File: src/rtl/core/rvdec_pkg.sv
// Shared types, encodings and lookup functions for the RV32IM decoder.
package rvdec_pkg;

  localparam logic [6:0] OPC_OP_IMM = 7'h13;
  localparam logic [6:0] OPC_OP     = 7'h33;
  localparam logic [6:0] OPC_JAL    = 7'h6F;
  localparam logic [6:0] OPC_JALR   = 7'h67;
  localparam logic [6:0] OPC_LUI    = 7'h37;
  localparam logic [6:0] OPC_AUIPC  = 7'h17;
  localparam logic [6:0] OPC_BRANCH = 7'h63;
  localparam logic [6:0] OPC_LOAD   = 7'h03;
  localparam logic [6:0] OPC_STORE  = 7'h23;
  localparam logic [6:0] OPC_SYSTEM = 7'h73;
  localparam logic [6:0] OPC_FENCE  = 7'h0F;

  localparam logic [6:0] F7_BASE   = 7'h00;
  localparam logic [6:0] F7_MULDIV = 7'h01;
  localparam logic [6:0] F7_ALT    = 7'h20;

  localparam logic [2:0] F3_ZERO = 3'd0;
  localparam logic [2:0] F3_SLL  = 3'd1;
  localparam logic [2:0] F3_SR   = 3'd5;

  localparam logic [31:0] WORD_ECALL      = 32'h0000_0073;
  localparam logic [31:0] WORD_EBREAK     = 32'h0010_0073;
  localparam logic [31:0] WORD_PAUSE      = 32'h0100_000F;
  localparam logic [31:0] FENCE_ZERO_MASK = 32'hF00F_FFF0;

  typedef enum logic [5:0] {
    MN_INVALID = 6'd0,
    MN_ADDI    = 6'd1,
    MN_SLTI    = 6'd2,
    MN_SLTIU   = 6'd3,
    MN_XORI    = 6'd4,
    MN_ORI     = 6'd5,
    MN_ANDI    = 6'd6,
    MN_SLLI    = 6'd7,
    MN_SRLI    = 6'd8,
    MN_SRAI    = 6'd9,
    MN_ADD     = 6'd10,
    MN_MUL     = 6'd11,
    MN_SUB     = 6'd12,
    MN_SLL     = 6'd13,
    MN_MULH    = 6'd14,
    MN_SLT     = 6'd15,
    MN_MULHSU  = 6'd16,
    MN_SLTU    = 6'd17,
    MN_MULHU   = 6'd18,
    MN_XOR     = 6'd19,
    MN_DIV     = 6'd20,
    MN_SRL     = 6'd21,
    MN_DIVU    = 6'd22,
    MN_SRA     = 6'd23,
    MN_OR      = 6'd24,
    MN_REM     = 6'd25,
    MN_AND     = 6'd26,
    MN_REMU    = 6'd27,
    MN_JAL     = 6'd28,
    MN_JALR    = 6'd29,
    MN_LUI     = 6'd30,
    MN_AUIPC   = 6'd31,
    MN_BEQ     = 6'd32,
    MN_BNE     = 6'd33,
    MN_BLT     = 6'd34,
    MN_BGE     = 6'd35,
    MN_BLTU    = 6'd36,
    MN_BGEU    = 6'd37,
    MN_LB      = 6'd38,
    MN_LH      = 6'd39,
    MN_LW      = 6'd40,
    MN_LBU     = 6'd41,
    MN_LHU     = 6'd42,
    MN_SB      = 6'd43,
    MN_SH      = 6'd44,
    MN_SW      = 6'd45,
    MN_ECALL   = 6'd46,
    MN_EBREAK  = 6'd47,
    MN_PAUSE   = 6'd48,
    MN_FENCE   = 6'd49
  } mnemonic_t;

  typedef struct packed {
    logic [31:0] instr_word;
    logic [31:0] instr_addr;
  } instr_t;

  typedef struct packed {
    logic               is_invalid;
    mnemonic_t          mnemonic;
    logic [4:0]         dest_reg;
    logic [4:0]         src1_reg;
    logic [4:0]         src2_reg;
    logic signed [31:0] immediate;
    logic [31:0]        target_addr;
    logic [3:0]         fence_pred;
    logic [3:0]         fence_succ;
  } decoded_t;

  function automatic mnemonic_t opimm_mn(input logic [2:0] f3);
    mnemonic_t mn;
    unique case (f3)
      3'd0:    mn = MN_ADDI;
      3'd1:    mn = MN_SLLI;
      3'd2:    mn = MN_SLTI;
      3'd3:    mn = MN_SLTIU;
      3'd4:    mn = MN_XORI;
      3'd5:    mn = MN_INVALID;
      3'd6:    mn = MN_ORI;
      default: mn = MN_ANDI;
    endcase
    return mn;
  endfunction

  function automatic mnemonic_t base_mn(input logic [2:0] f3);
    mnemonic_t mn;
    unique case (f3)
      3'd0:    mn = MN_ADD;
      3'd1:    mn = MN_SLL;
      3'd2:    mn = MN_SLT;
      3'd3:    mn = MN_SLTU;
      3'd4:    mn = MN_XOR;
      3'd5:    mn = MN_SRL;
      3'd6:    mn = MN_OR;
      default: mn = MN_AND;
    endcase
    return mn;
  endfunction

  function automatic mnemonic_t muldiv_mn(input logic [2:0] f3);
    mnemonic_t mn;
    unique case (f3)
      3'd0:    mn = MN_MUL;
      3'd1:    mn = MN_MULH;
      3'd2:    mn = MN_MULHSU;
      3'd3:    mn = MN_MULHU;
      3'd4:    mn = MN_DIV;
      3'd5:    mn = MN_DIVU;
      3'd6:    mn = MN_REM;
      default: mn = MN_REMU;
    endcase
    return mn;
  endfunction

  function automatic mnemonic_t branch_mn(input logic [2:0] f3);
    mnemonic_t mn;
    unique case (f3)
      3'd0:    mn = MN_BEQ;
      3'd1:    mn = MN_BNE;
      3'd4:    mn = MN_BLT;
      3'd5:    mn = MN_BGE;
      3'd6:    mn = MN_BLTU;
      3'd7:    mn = MN_BGEU;
      default: mn = MN_INVALID;
    endcase
    return mn;
  endfunction

  function automatic mnemonic_t load_mn(input logic [2:0] f3);
    mnemonic_t mn;
    unique case (f3)
      3'd0:    mn = MN_LB;
      3'd1:    mn = MN_LH;
      3'd2:    mn = MN_LW;
      3'd4:    mn = MN_LBU;
      3'd5:    mn = MN_LHU;
      default: mn = MN_INVALID;
    endcase
    return mn;
  endfunction

  function automatic mnemonic_t store_mn(input logic [2:0] f3);
    mnemonic_t mn;
    unique case (f3)
      3'd0:    mn = MN_SB;
      3'd1:    mn = MN_SH;
      3'd2:    mn = MN_SW;
      default: mn = MN_INVALID;
    endcase
    return mn;
  endfunction

endpackage

File: src/rtl/core/rv32im_instruction_decoder.sv
// Top level of the RV32IM instruction decoder.
// Decodes one 32-bit RV32IM instruction word and its address per item into a
// mnemonic code (0 when invalid), the rd/rs1/rs2 fields, the decoded
// immediate, the branch or JAL target and the fence masks. An item passes an
// input register and then a result register, which presents the result;
// with no stall downstream one item is taken every cycle. The combinational
// decode and 32-bit target adder lie between the two registers. A stalled
// result holds while an empty input register still takes a new item, so the
// block takes input until both stages are full.
module rv32im_instruction_decoder (
  input  logic                  clk,
  input  logic                  rst,
  input  logic                  instr_valid,
  output logic                  instr_stall,
  input  rvdec_pkg::instr_t     instr,
  output logic                  dec_valid,
  input  logic                  dec_stall,
  output rvdec_pkg::decoded_t   dec
);

  logic                 fetch_valid;
  rvdec_pkg::instr_t    fetch_item;
  rvdec_pkg::decoded_t  decoded;
  logic                 out_advance;
  logic                 in_advance;

  assign in_advance  = !fetch_valid || out_advance;
  assign instr_stall = !in_advance;

  rvdec_in_reg u_in_reg (
    .clk        (clk),
    .rst        (rst),
    .valid      (instr_valid),
    .item       (instr),
    .advance    (in_advance),
    .held_valid (fetch_valid),
    .held_item  (fetch_item)
  );

  rvdec_decode u_decode (
    .item   (fetch_item),
    .result (decoded)
  );

  rvdec_out_reg u_out_reg (
    .clk      (clk),
    .rst      (rst),
    .in_valid (fetch_valid),
    .in_item  (decoded),
    .stall    (dec_stall),
    .advance  (out_advance),
    .valid    (dec_valid),
    .item     (dec)
  );

endmodule

File: src/rtl/core/rvdec_in_reg.sv
// Input register stage holding one instruction item for decode.
module rvdec_in_reg (
  input  logic                clk,
  input  logic                rst,
  input  logic                valid,
  input  rvdec_pkg::instr_t   item,
  input  logic                advance,
  output logic                held_valid,
  output rvdec_pkg::instr_t   held_item
);

  always_ff @(posedge clk) begin
    if (rst) begin
      held_valid <= 1'b0;
    end else if (advance) begin
      held_valid <= valid;
    end
  end

  always_ff @(posedge clk) begin
    if (advance && valid) begin
      held_item <= item;
    end
  end

endmodule

File: src/rtl/core/rvdec_decode.sv
// Combinational RV32IM field, immediate and mnemonic decode.
module rvdec_decode (
  input  rvdec_pkg::instr_t   item,
  output rvdec_pkg::decoded_t result
);

  logic [31:0]          w;
  logic [6:0]           opcode;
  logic [2:0]           f3;
  logic [6:0]           f7;
  logic [31:0]          imm_i;
  logic [31:0]          imm_s;
  logic [31:0]          imm_b;
  logic [31:0]          imm_j;
  logic [31:0]          imm_u;
  logic [31:0]          shamt;
  rvdec_pkg::mnemonic_t mn;
  logic [31:0]          imm;
  logic                 has_target;
  logic [3:0]           pred;
  logic [3:0]           succ;
  logic [31:0]          target_sum;

  assign w      = item.instr_word;
  assign opcode = w[6:0];
  assign f3     = w[14:12];
  assign f7     = w[31:25];
  assign imm_i  = {{20{w[31]}}, w[31:20]};
  assign imm_s  = {{20{w[31]}}, w[31:25], w[11:7]};
  assign imm_b  = {{19{w[31]}}, w[31], w[7], w[30:25], w[11:8], 1'b0};
  assign imm_j  = {{11{w[31]}}, w[31], w[19:12], w[20], w[30:21], 1'b0};
  assign imm_u  = {12'b0, w[31:12]};
  assign shamt  = {27'b0, w[24:20]};

  always_comb begin
    mn         = rvdec_pkg::MN_INVALID;
    imm        = '0;
    has_target = 1'b0;
    pred       = '0;
    succ       = '0;
    unique case (opcode)
      rvdec_pkg::OPC_OP_IMM: begin
        imm = shamt;
        if (f3 == rvdec_pkg::F3_SLL) begin
          if (f7 == rvdec_pkg::F7_BASE) begin
            mn = rvdec_pkg::MN_SLLI;
          end
        end else if (f3 == rvdec_pkg::F3_SR) begin
          if (f7 == rvdec_pkg::F7_BASE) begin
            mn = rvdec_pkg::MN_SRLI;
          end else if (f7 == rvdec_pkg::F7_ALT) begin
            mn = rvdec_pkg::MN_SRAI;
          end
        end else begin
          mn  = rvdec_pkg::opimm_mn(f3);
          imm = imm_i;
        end
      end
      rvdec_pkg::OPC_OP: begin
        if (f7 == rvdec_pkg::F7_BASE) begin
          mn = rvdec_pkg::base_mn(f3);
        end else if (f7 == rvdec_pkg::F7_MULDIV) begin
          mn = rvdec_pkg::muldiv_mn(f3);
        end else if (f7 == rvdec_pkg::F7_ALT && f3 == rvdec_pkg::F3_ZERO) begin
          mn = rvdec_pkg::MN_SUB;
        end else if (f7 == rvdec_pkg::F7_ALT && f3 == rvdec_pkg::F3_SR) begin
          mn = rvdec_pkg::MN_SRA;
        end
      end
      rvdec_pkg::OPC_JAL: begin
        mn         = rvdec_pkg::MN_JAL;
        imm        = imm_j;
        has_target = 1'b1;
      end
      rvdec_pkg::OPC_JALR: begin
        if (f3 == rvdec_pkg::F3_ZERO) begin
          mn = rvdec_pkg::MN_JALR;
        end
        imm = imm_i;
      end
      rvdec_pkg::OPC_LUI: begin
        mn  = rvdec_pkg::MN_LUI;
        imm = imm_u;
      end
      rvdec_pkg::OPC_AUIPC: begin
        mn  = rvdec_pkg::MN_AUIPC;
        imm = imm_u;
      end
      rvdec_pkg::OPC_BRANCH: begin
        mn         = rvdec_pkg::branch_mn(f3);
        imm        = imm_b;
        has_target = 1'b1;
      end
      rvdec_pkg::OPC_LOAD: begin
        mn  = rvdec_pkg::load_mn(f3);
        imm = imm_i;
      end
      rvdec_pkg::OPC_STORE: begin
        mn  = rvdec_pkg::store_mn(f3);
        imm = imm_s;
      end
      rvdec_pkg::OPC_SYSTEM: begin
        if (w == rvdec_pkg::WORD_ECALL) begin
          mn = rvdec_pkg::MN_ECALL;
        end else if (w == rvdec_pkg::WORD_EBREAK) begin
          mn = rvdec_pkg::MN_EBREAK;
        end
      end
      rvdec_pkg::OPC_FENCE: begin
        if (f3 == rvdec_pkg::F3_ZERO) begin
          if (w == rvdec_pkg::WORD_PAUSE) begin
            mn = rvdec_pkg::MN_PAUSE;
          end else if ((w & rvdec_pkg::FENCE_ZERO_MASK) == 32'h0) begin
            mn   = rvdec_pkg::MN_FENCE;
            pred = w[27:24];
            succ = w[23:20];
          end
        end
      end
      default: begin
        mn = rvdec_pkg::MN_INVALID;
      end
    endcase
  end

  assign target_sum = item.instr_addr + imm;

  always_comb begin
    result.is_invalid  = (mn == rvdec_pkg::MN_INVALID);
    result.mnemonic    = mn;
    result.dest_reg    = w[11:7];
    result.src1_reg    = w[19:15];
    result.src2_reg    = w[24:20];
    result.immediate   = '0;
    result.target_addr = '0;
    result.fence_pred  = '0;
    result.fence_succ  = '0;
    if (mn != rvdec_pkg::MN_INVALID) begin
      result.immediate  = imm;
      result.fence_pred = pred;
      result.fence_succ = succ;
      if (has_target) begin
        result.target_addr = target_sum;
      end
    end
  end

endmodule

File: src/rtl/core/rvdec_out_reg.sv
// Result register stage presenting one decoded item downstream.
module rvdec_out_reg (
  input  logic                  clk,
  input  logic                  rst,
  input  logic                  in_valid,
  input  rvdec_pkg::decoded_t   in_item,
  input  logic                  stall,
  output logic                  advance,
  output logic                  valid,
  output rvdec_pkg::decoded_t   item
);

  assign advance = !valid || !stall;

  always_ff @(posedge clk) begin
    if (rst) begin
      valid <= 1'b0;
    end else if (advance) begin
      valid <= in_valid;
    end
  end

  always_ff @(posedge clk) begin
    if (advance && in_valid) begin
      item <= in_item;
    end
  end

endmodule
File: config.mk
export PLATFORM = sky130hd
export DESIGN_NAME = rv32im_instruction_decoder
export DESIGN_NICKNAME = d
export VERILOG_FILES = /design/src/rtl/core/rvdec_pkg.sv /design/src/rtl/core/rv32im_instruction_decoder.sv /design/src/rtl/core/rvdec_in_reg.sv /design/src/rtl/core/rvdec_decode.sv /design/src/rtl/core/rvdec_out_reg.sv
export SDC_FILE = /design/constraint.sdc
export NUM_CORES = 1
export LEC_CHECK = 0
export ABC_AREA = 1
export BUFFER_PORTS_ARGS = -buffer_cell sky130_fd_sc_hd__buf_4
export CAP_MARGIN = 20
export CORE_UTILIZATION = 57
export CTS_CLUSTER_DIAMETER = 60
export CTS_CLUSTER_SIZE = 12
export DETAILED_ROUTE_END_ITERATION = 16
export GPL_ROUTABILITY_DRIVEN = 0
export PLACE_DENSITY_LB_ADDON = 0.12
export SLEW_MARGIN = 40
export SYNTH_ARGS = -nofsm -noshare
export SYNTH_HDL_FRONTEND = slang
export SYNTH_HIERARCHICAL = 1
export SYNTH_SLANG_ARGS = --single-unit
File: constraint.sdc
create_clock -name clk -period 7.1 [get_ports clk]
set_input_delay 0 -clock clk [delete_from_list [all_inputs] [get_ports clk]]
set_output_delay 0 -clock clk [all_outputs]
set_load 0.005 [all_outputs]
==> out/summary.txt, run 1 <==
ROUTE
--------------------------------------------------------------------------------------------------------
Routed len/inst ...........................................................................     17.16 µm
Number of detailed-route iterations in the first pass .....................................            6
Iteration-0 DRC Markers ...................................................................          835
Antenna violation net count after detailed routing ........................................            0
DR vias ...................................................................................         7419
Avg Vias per Cell .........................................................................        5.528
Number of DRC violations after detailed routing ...........................................            0
WL final ..................................................................................     23030 µm

FINAL LAYOUT
--------------------------------------------------------------------------------------------------------
Layout area overhead ......................................................................       28.31%
Fraction of layout instances using a drive strength above 1 ...............................       22.53%
Fraction of the core area covered by cells at the end of the flow .........................       75.17%
Nets@finish ...............................................................................         1250
Number of diodes ..........................................................................            0
Finished Layout Cells .....................................................................         1342
Post-route cell area ......................................................................    11430 µm²
Filler cell count .........................................................................         1077

CLOCK NETWORK
--------------------------------------------------------------------------------------------------------
Cts bufs inserted .........................................................................           17
Max Buffers Root-to-Sink ..................................................................            2
CTS tree ..................................................................................          yes
Latest clock arrival within the worst-skew pair ...........................................      0.44 ns
Post-CTS clock slew at the launch and capture registers of the worst setup and hold paths .      0.07 ns
Clock root cell ........................................................................... sky130_fd_sc_hd__clkbuf_16
Clock Sinks ...............................................................................          160
Resized cells post-CTS ....................................................................            0
H-tree depth ..............................................................................            4
Post-CTS setup buffer count ...............................................................            0
Cts-stage hold buffer count ...............................................................           68

GLOBAL ROUTING
--------------------------------------------------------------------------------------------------------
Wire length of the first global-routing pass ..............................................     35320 µm
Number of global-route vias before repair .................................................         6639
All-Layer GR Usage ........................................................................       29.37%
Final global-route overflow total .........................................................            0
Largest net degree at the start of global routing .........................................           66
Number of antenna violations at the first check in global routing .........................            0

SYNTH
--------------------------------------------------------------------------------------------------------
Number of enable-type register cells in the synthesized netlist ...........................          158
Netlist area before placement .............................................................     8906 µm²
Most common library cells after synthesis ................................................. sky130_fd_sc_hd__nand2_1 (166), sky130_fd_sc_hd__edfxtp_1 (158), sky130_fd_sc_hd__nor2_1 (140), sky130_fd_sc_hd__inv_1 (96), sky130_fd_sc_hd__a21oi_1 (54)
Share of the yosys chip area belonging to registers .......................................       53.72%
Post-synthesis cell type count ............................................................           49
Largest area contributor in the synthesized netlist ....................................... sky130_fd_sc_hd__edfxtp_1
Syn Area/Cell .............................................................................    9.659 µm²
Main flop type after synthesis ............................................................ sky130_fd_sc_hd__edfxtp_1
Total of warnings raised by yosys .........................................................            6
#FFs+latches synth ........................................................................          160
Main area contributors after synthesis .................................................... sky130_fd_sc_hd__edfxtp_1 (53%), sky130_fd_sc_hd__nand2_1 (7.0%), sky130_fd_sc_hd__nor2_1 (5.9%), sky130_fd_sc_hd__ha_1 (5.6%), sky130_fd_sc_hd__inv_1 (4.0%)
Syn Nets ..................................................................................         1031
Fraction of post-synthesis cell area in the top cell type by area .........................       53.27%
Post-synthesis cell count .................................................................          922
Post-synth ARST share .....................................................................           0%
Most used standard cell by instance count after synthesis ................................. sky130_fd_sc_hd__nand2_1

CRITICAL PATH
--------------------------------------------------------------------------------------------------------
R2R setup slack ...........................................................................      2.97 ns
R2r startpoint ............................................................................ u_in_reg/held_item[35]
Required @ worst endpoint .................................................................      7.29 ns
Worst-path fanout max .....................................................................           22
Stage delay of the slowest cell on the critical path ......................................      0.48 ns
Cells along the critical path ............................................................. inv_1, nand2_1, nor2_1, nand2_1, o22ai_1, o21bai_1, ha_1, inv_1, fa_1, nor3_1, nor2_1, o21ai_0, a21oi_1, xor2_1, nor2_4
Startpoint types ..........................................................................         flop
Worst path slowest cell ................................................................... sky130_fd_sc_hd__nand2_1
Crit. End Element .........................................................................         flop
Capturing instance or port of the critical path ........................................... u_out_reg/item[30]
Category of the most critical setup path .................................................. flop to flop
Path depth of the worst reg2reg path ......................................................           15
Worst setup path startpoint ............................................................... u_in_reg/held_item[35]
Reg2Reg Capture Point ..................................................................... u_out_reg/item[30]
Worst Path Arrival ........................................................................      4.32 ns

PLACED DESIGN
--------------------------------------------------------------------------------------------------------
Area post-placement .......................................................................    10130 µm²
Half-perimeter wire length after detailed placement .......................................     16150 µm
Cell count after placement ................................................................         1242
# port buffers ............................................................................          163

MIN PATH
--------------------------------------------------------------------------------------------------------
Tightest Hold Check Type .................................................................. input port to flop

RUN
--------------------------------------------------------------------------------------------------------
Count of maximum capacitance violations ...................................................            0

FLOORPLAN
--------------------------------------------------------------------------------------------------------
Horizontal die dimension ..................................................................       127 µm
Core Rows .................................................................................           45
Boundary Pins .............................................................................          164
Die area ..................................................................................    16130 µm²
Core region area ..........................................................................    15200 µm²
Initial standard-cell utilization of the core .............................................       58.58%
Die height ................................................................................       127 µm

STA
--------------------------------------------------------------------------------------------------------
Minimum clock period after layout .........................................................     4.126 ns
Relative slew margins .....................................................................       45.12%
Top achievable clock speed ................................................................    242.4 MHz
Worst slew pin tran .......................................................................    0.8232 ns
Slew Limit Fails ..........................................................................            0
RSZ-0062 raised after global routing ......................................................           no
Final Hold Viols ..........................................................................            0
Skew final ................................................................................  0.009205 ns
Number of setup violations in the final report ............................................            0
Aggregate negative setup slack ............................................................         0 ns
Final hold slack ..........................................................................    0.2707 ns
Fin crit share ............................................................................       58.11%

POWER AND IR DROP
--------------------------------------------------------------------------------------------------------
Peak supply drop ..........................................................................    0.1993 mV
Power per unit of standard cell area ...................................................... 203.1 nW/µm²
Leakage component of the power ............................................................     5.000 nW

OUTCOME
--------------------------------------------------------------------------------------------------------
Outcome ................................................................................... finished clean

## cell type report
class | instances | area [µm²] | area share (%)
clock buffers | 17 | 425.4 | 3.723
multi-input cells | 619 | 3432 | 30.03
clock inverters | 15 | 192.7 | 1.686
flip-flops and latches | 160 | 4785 | 41.87
well taps | 188 | 235.2 | 2.058
inverters | 108 | 407.9 | 3.569
repair buffers | 235 | 1949 | 17.06
## layer usage
metal,GRT usage [%],part of all wire (%),wire length (µm),vias to the layer above
li1,-,-,-,3548
met1,40.95,43,9827,3420
met2,45.41,46,10500,409
met3,7.286,9.7,2240,42
met4,9.524,2.0,460,0
met5,0,0,0,-
## report_power, final
part	leakage [nW]	internal, mW	switching [mW]
Clock	0.302	0.539	0.425
Sequential	1.61	1.08	0.0244
Combinational	3.09	0.110	0.144
## critical path, delay by kind of cell (launching register included)
family | cells | cell delay, ns
compound gates | 4 | 1.14
xor+xnor | 1 | 0.26
fa+ha+maj | 2 | 0.62
buf+inv | 2 | 0.16
flops | 1 | 0.41
simple gates | 6 | 1.28
## through the flow
step                power [mW]  worst slack (ns)
global route             2.401             2.579
CTS                      2.323             3.063
floorplan                1.255             1.551
finish                   2.321             2.974
global placement         1.335             3.222
detailed placement       1.339             3.082
## sequential cells by signal (all words and copies together), names as in the netlist
signal / cells
u_out_reg/item: 94
u_in_reg/held_valid: 1
u_out_reg/valid: 1
u_in_reg/held_item: 64
## logic make-up after synthesis
kind of cell,after synthesis,share of synthesized area (%)
buffers and inverters,143,7.867
xor gates and xnor gates,24,2.360
and+or+nand+nor,422,21.83
DFF,160,53.72
adders and majority gates,41,5.844
AOI/OAI and AO/OA,132,8.373
## worst min path at each step
stage	startpoint	end	slack, ns	cells after the start
5_1_grt	instr[45]	u_in_reg/held_item[45]	0.26	2
6_report	rst	u_in_reg/held_valid	0.27	3
2_1_floorplan	rst	u_in_reg/held_valid	0.06	1
4_1_cts	rst	u_in_reg/held_valid	0.26	3
3_3_place_gp	rst	u_in_reg/held_valid	0.18	2
3_5_place_dp	rst	u_out_reg/valid	0.17	2
## layout by cell type (no fill, tap or decap), drive strengths merged, types with 2 or more instances in the layout
cell type | Yosys | final
nor3 | 16 | 16
o21a | 2 | 2
buf | 33 | 167
a21o | 3 | 3
a21oi | 56 | 56
inv | 107 | 117
nand4 | 12 | 12
clkinv | 1 | 3
o211ai | 3 | 3
nand3 | 42 | 42
dfxtp | 2 | 2
clkbuf | 2 | 17
a31oi | 2 | 2
nand2 | 173 | 173
nor4 | 3 | 3
xor2 | 7 | 7
xnor2 | 17 | 17
edfxtp | 158 | 158
ha | 40 | 40
dlygate4sd3 | 0 | 68
o21bai | 4 | 4
o22ai | 14 | 14
bufinv | 0 | 2
nor2 | 173 | 173
o21ai | 42 | 42
a221oi | 2 | 2
Note: power is estimated with default switching activity, not from simulation.
==> inputs of run 2 (changes only) <==
--- a/config.mk
+++ b/config.mk
@@ -5,10 +5,10 @@
 export SDC_FILE = /design/constraint.sdc
 export NUM_CORES = 1
 export LEC_CHECK = 0
-export ABC_AREA = 1
+export ABC_AREA = 0
 export BUFFER_PORTS_ARGS = -buffer_cell sky130_fd_sc_hd__buf_4
 export CAP_MARGIN = 20
-export CORE_UTILIZATION = 57
+export CORE_UTILIZATION = 56
 export CTS_CLUSTER_DIAMETER = 60
 export CTS_CLUSTER_SIZE = 12
 export DETAILED_ROUTE_END_ITERATION = 16
==> constraint.sdc (replaced) <==
create_clock -name clk -period 4.3 [get_ports clk]
set_input_delay 0 -clock clk [delete_from_list [all_inputs] [get_ports clk]]
set_output_delay 0 -clock clk [all_outputs]
set_load 0.005 [all_outputs]
==> run 2 against run 1 <==
Against the previous run: synthesized area fell by 7.2%; sequential cell count unchanged; core utilization rose by 0.84 points; final cell count is 16% lower; fmax down 1.3%; synthesized cell count shrank 25%; via count fell by 9.8%; power increased by 64%; critical endpoint is now u_out_reg/item[38].
==> out/summary.txt, run 2 <==
SYNTH
--------------------------------------------------------------------------------------------------------
#FFs+latches synth ........................................................................          160
Syn Area/Cell .............................................................................    11.92 µm²
Portion of netlist area occupied by mux cells .............................................      0.2423%
Simple-gate portion of the synthesized area ...............................................       15.46%
Total of warnings raised by yosys .........................................................            6
Main area contributors after synthesis .................................................... sky130_fd_sc_hd__edfxtp_1 (57%), sky130_fd_sc_hd__ha_1 (6.1%), sky130_fd_sc_hd__nor2_1 (2.7%), sky130_fd_sc_hd__a21oi_1 (2.6%), sky130_fd_sc_hd__buf_4 (2.4%)
Most used standard cell by instance count after synthesis ................................. sky130_fd_sc_hd__edfxtp_1
Adder-Cell Fraction of Synth Area .........................................................       6.299%
Share of the yosys chip area belonging to registers .......................................       57.90%
Main flop type after synthesis ............................................................ sky130_fd_sc_hd__edfxtp_1
Post-synthesis cell count .................................................................          693
Syn Nets ..................................................................................          802
Netlist area before placement .............................................................     8263 µm²
Post-synthesis cell type count ............................................................           73
Post-Synth XOR/XNOR Area ..................................................................       2.756%
Post-synth ARST share .....................................................................           0%
Number of enable-type register cells in the synthesized netlist ...........................          158
Post-synthesis compound-gate area fraction ................................................       12.81%
Fraction of post-synthesis cell area in the top cell type by area .........................       57.42%
Largest area contributor in the synthesized netlist ....................................... sky130_fd_sc_hd__edfxtp_1
Largest family of logic cells by synthesized area ......................................... simple AND/OR/NAND/NOR gates
Most common library cells after synthesis ................................................. sky130_fd_sc_hd__edfxtp_1 (158), sky130_fd_sc_hd__nor2_1 (60), sky130_fd_sc_hd__nand2_1 (46), sky130_fd_sc_hd__a21oi_1 (43), sky130_fd_sc_hd__ha_1 (40)

FINAL LAYOUT
--------------------------------------------------------------------------------------------------------
Fraction of layout instances using a drive strength above 1 ...............................       27.64%
Fraction of the core area covered by cells at the end of the flow .........................       76.01%
Largest registers ......................................................................... u_out_reg/item x94, u_in_reg/held_item x64
Filler cell count .........................................................................          923
Sequential cell area ......................................................................     4785 µm²
Flip-flop count of the largest register, all copies and words added .......................           94
Top library cells by usage in the layout, fill and taps aside ............................. sky130_fd_sc_hd__buf_4 (190), sky130_fd_sc_hd__edfxtp_1 (158), sky130_fd_sc_hd__dlygate4sd3_1 (67), sky130_fd_sc_hd__nor2_1 (58), sky130_fd_sc_hd__nand2_1 (45)
Largest register by flop count ............................................................ u_out_reg/item
Area of combinational cells with multiple inputs ..........................................     3181 µm²
Nets@finish ...............................................................................         1034
Layout area overhead ......................................................................       33.19%
Leading cell type in the layout, fill and taps excluded ................................... sky130_fd_sc_hd__buf_4
Number of diodes ..........................................................................            0
Post-route cell area ......................................................................    11010 µm²

CRITICAL PATH
--------------------------------------------------------------------------------------------------------
Required @ worst endpoint .................................................................      4.53 ns
Count of buffer and inverter cells on the critical path ...................................            2
Stage delay of the slowest cell on the critical path ......................................      0.48 ns
Path depth of the worst reg2reg path ......................................................           15
Startpoint types ..........................................................................         flop
Worst path slowest cell ................................................................... sky130_fd_sc_hd__edfxtp_1
Cells along the critical path ............................................................. buf_4, nand3b_1, nor2_1, or2_2, a222oi_1, inv_1, ha_1, nand2b_1, a21oi_2, o2111ai_2, a211o_1, a21oi_2, a311o_1, nor4_1, nor4_1
Logic depth of the worst path, buffers included ...........................................           15
Category of the most critical setup path .................................................. flop to flop
Worst Path Arrival ........................................................................      4.41 ns
CP top delay family ....................................................................... compound AO/OA/AOI/OAI gates
Crit. End Element .........................................................................         flop
Worst-path fanout max .....................................................................            8

CLOCK NETWORK
--------------------------------------------------------------------------------------------------------
Cts bufs inserted .........................................................................           17
Clock Sinks ...............................................................................          160
CTS tree ..................................................................................          yes
Latest clock arrival within the worst-skew pair ...........................................      0.43 ns
Max Buffers Root-to-Sink ..................................................................            2
Post-CTS clock slew at the launch and capture registers of the worst setup and hold paths .      0.06 ns
Clock root cell ........................................................................... sky130_fd_sc_hd__clkbuf_16
H-tree depth ..............................................................................            4

ROUTE
--------------------------------------------------------------------------------------------------------
DR vias ...................................................................................         6692
Antenna violation net count after detailed routing ........................................            0
Number of detailed-route iterations in the first pass .....................................            5
Routed len/inst ...........................................................................     19.09 µm
Avg Vias per Cell .........................................................................        5.970
Number of DRC violations after detailed routing ...........................................            0
Iteration-0 DRC Markers ...................................................................          883
WL final ..................................................................................     21400 µm

MIN PATH
--------------------------------------------------------------------------------------------------------
Cell count of the worst hold path .........................................................            2
Tightest Hold Check Type .................................................................. input port to flop

PLACED DESIGN
--------------------------------------------------------------------------------------------------------
Placement-stage worst setup slack .........................................................   0.05524 ns
Half-perimeter wire length after detailed placement .......................................     14180 µm
# port buffers ............................................................................          163
Area post-placement .......................................................................     9580 µm²

STA
--------------------------------------------------------------------------------------------------------
Final Hold Viols ..........................................................................            0
Worst slew pin tran .......................................................................    0.8272 ns
Relative slew margins .....................................................................       44.65%
Minimum clock period after layout .........................................................     4.179 ns
Skew final ................................................................................   0.01306 ns
Slew Limit Fails ..........................................................................            0
Final setup slack of the worst path .......................................................    0.1214 ns
Number of setup violations in the final report ............................................            0
Fin crit share ............................................................................       97.18%
Top achievable clock speed ................................................................    239.3 MHz

POWER AND IR DROP
--------------------------------------------------------------------------------------------------------
Power per unit of standard cell area ...................................................... 345.4 nW/µm²
Total Power ...............................................................................     3.801 mW
Peak supply drop ..........................................................................    0.2986 mV
Leakage component of the power ............................................................     4.332 nW

GLOBAL ROUTING
--------------------------------------------------------------------------------------------------------
Number of global-route vias before repair .................................................         6307
Number of antenna violations at the first check in global routing .........................            0
Wire length of the first global-routing pass ..............................................     31560 µm
All-Layer GR Usage ........................................................................       28.10%
Final global-route overflow total .........................................................            0
Largest net degree at the start of global routing .........................................           62

FLOORPLAN
--------------------------------------------------------------------------------------------------------
Core region area ..........................................................................    14480 µm²
Die area ..................................................................................    15240 µm²
Boundary Pins .............................................................................          164
Core Rows .................................................................................           44
Die height ................................................................................     123.5 µm
Horizontal die dimension ..................................................................     123.5 µm
Initial standard-cell utilization of the core .............................................       57.07%

OUTCOME
--------------------------------------------------------------------------------------------------------
Outcome ................................................................................... finished clean

RUN
--------------------------------------------------------------------------------------------------------
Count of maximum capacitance violations ...................................................            0

## run 2: cell types whose count changed in the layout (fill, tap and decap cells not counted), moves of 11 or more
cell / change
sky130_fd_sc_hd__a21oi_1: -12
sky130_fd_sc_hd__buf_4: +25
sky130_fd_sc_hd__inv_1: -70
sky130_fd_sc_hd__inv_2: -11
sky130_fd_sc_hd__nand2_1: -121
sky130_fd_sc_hd__nand3_1: -26
sky130_fd_sc_hd__nor2_1: -82
sky130_fd_sc_hd__nor2_2: -15
sky130_fd_sc_hd__nor2_4: -16
sky130_fd_sc_hd__nor2b_1: +21
sky130_fd_sc_hd__o22ai_1: -13
## run 2: per-stage QoR
step           hold slack (ns)  TNS (ns)  cells
6_report                0.2429         0   1121
5_1_grt                 0.2563   -0.1214   1121
4_1_cts                 0.2300         0   1110
3_5_place_dp            0.1724         0   1012
3_3_place_gp            0.1686         0   1012
2_1_floorplan          0.07238         0    693
## run 2: cell families (layout without fill, tap and decap cells)
logic type / after synthesis / count (layout)
flops: 160 / 160
simple gates: 238 / 238
compound gates: 155 / 155
fa+ha+maj: 41 / 41
mux: 2 / 2
xor+xnor: 26 / 26
buf+inv: 71 / 315
## run 2: area by class of cell
type | count | share of cell area, %
clock buffer | 18 | 3.899
clock inverter | 13 | 1.444
inverter | 25 | 0.8527
multi-input combinational | 462 | 28.90
sequential | 160 | 43.47
tap | 184 | 2.092
timing repair buffer | 259 | 19.34
## run 2: final timing paths
kind | startpoint | end | slack [ns]
hold reg to reg | u_in_reg/held_item[42] | u_out_reg/item[85] | 0.51
hold / removal | instr_valid | u_in_reg/held_item[63] | 0.24
setup reg to reg | u_in_reg/held_item[38] | u_out_reg/item[38] | 0.12
setup / recovery | u_in_reg/held_item[38] | u_out_reg/item[38] | 0.12
## run 2: layer usage
metal / track usage [%] / part of all wire (%) / vias to the layer above
met3: 6.365 / 8.8 / 78
met5: 0 / 0 / -
met1: 35.77 / 41 / 3142
met4: 13.93 / 3.5 / 0
met2: 45.22 / 47 / 407
li1: - / - / 3065
## run 2: what timing repair did
item / in CTS / in global routing
setup endpoints to repair: 0 / 9
endpoints found under the hold margin: 66 / 0
resized for setup: 0 / 15
setup buffers: 0 / 10
hold buffers: 67 / 0
## run 2: power breakdown
group          switching, mW  internal, mW
registers             0.0511          1.80
clock network          0.610         0.912
logic                  0.210         0.216
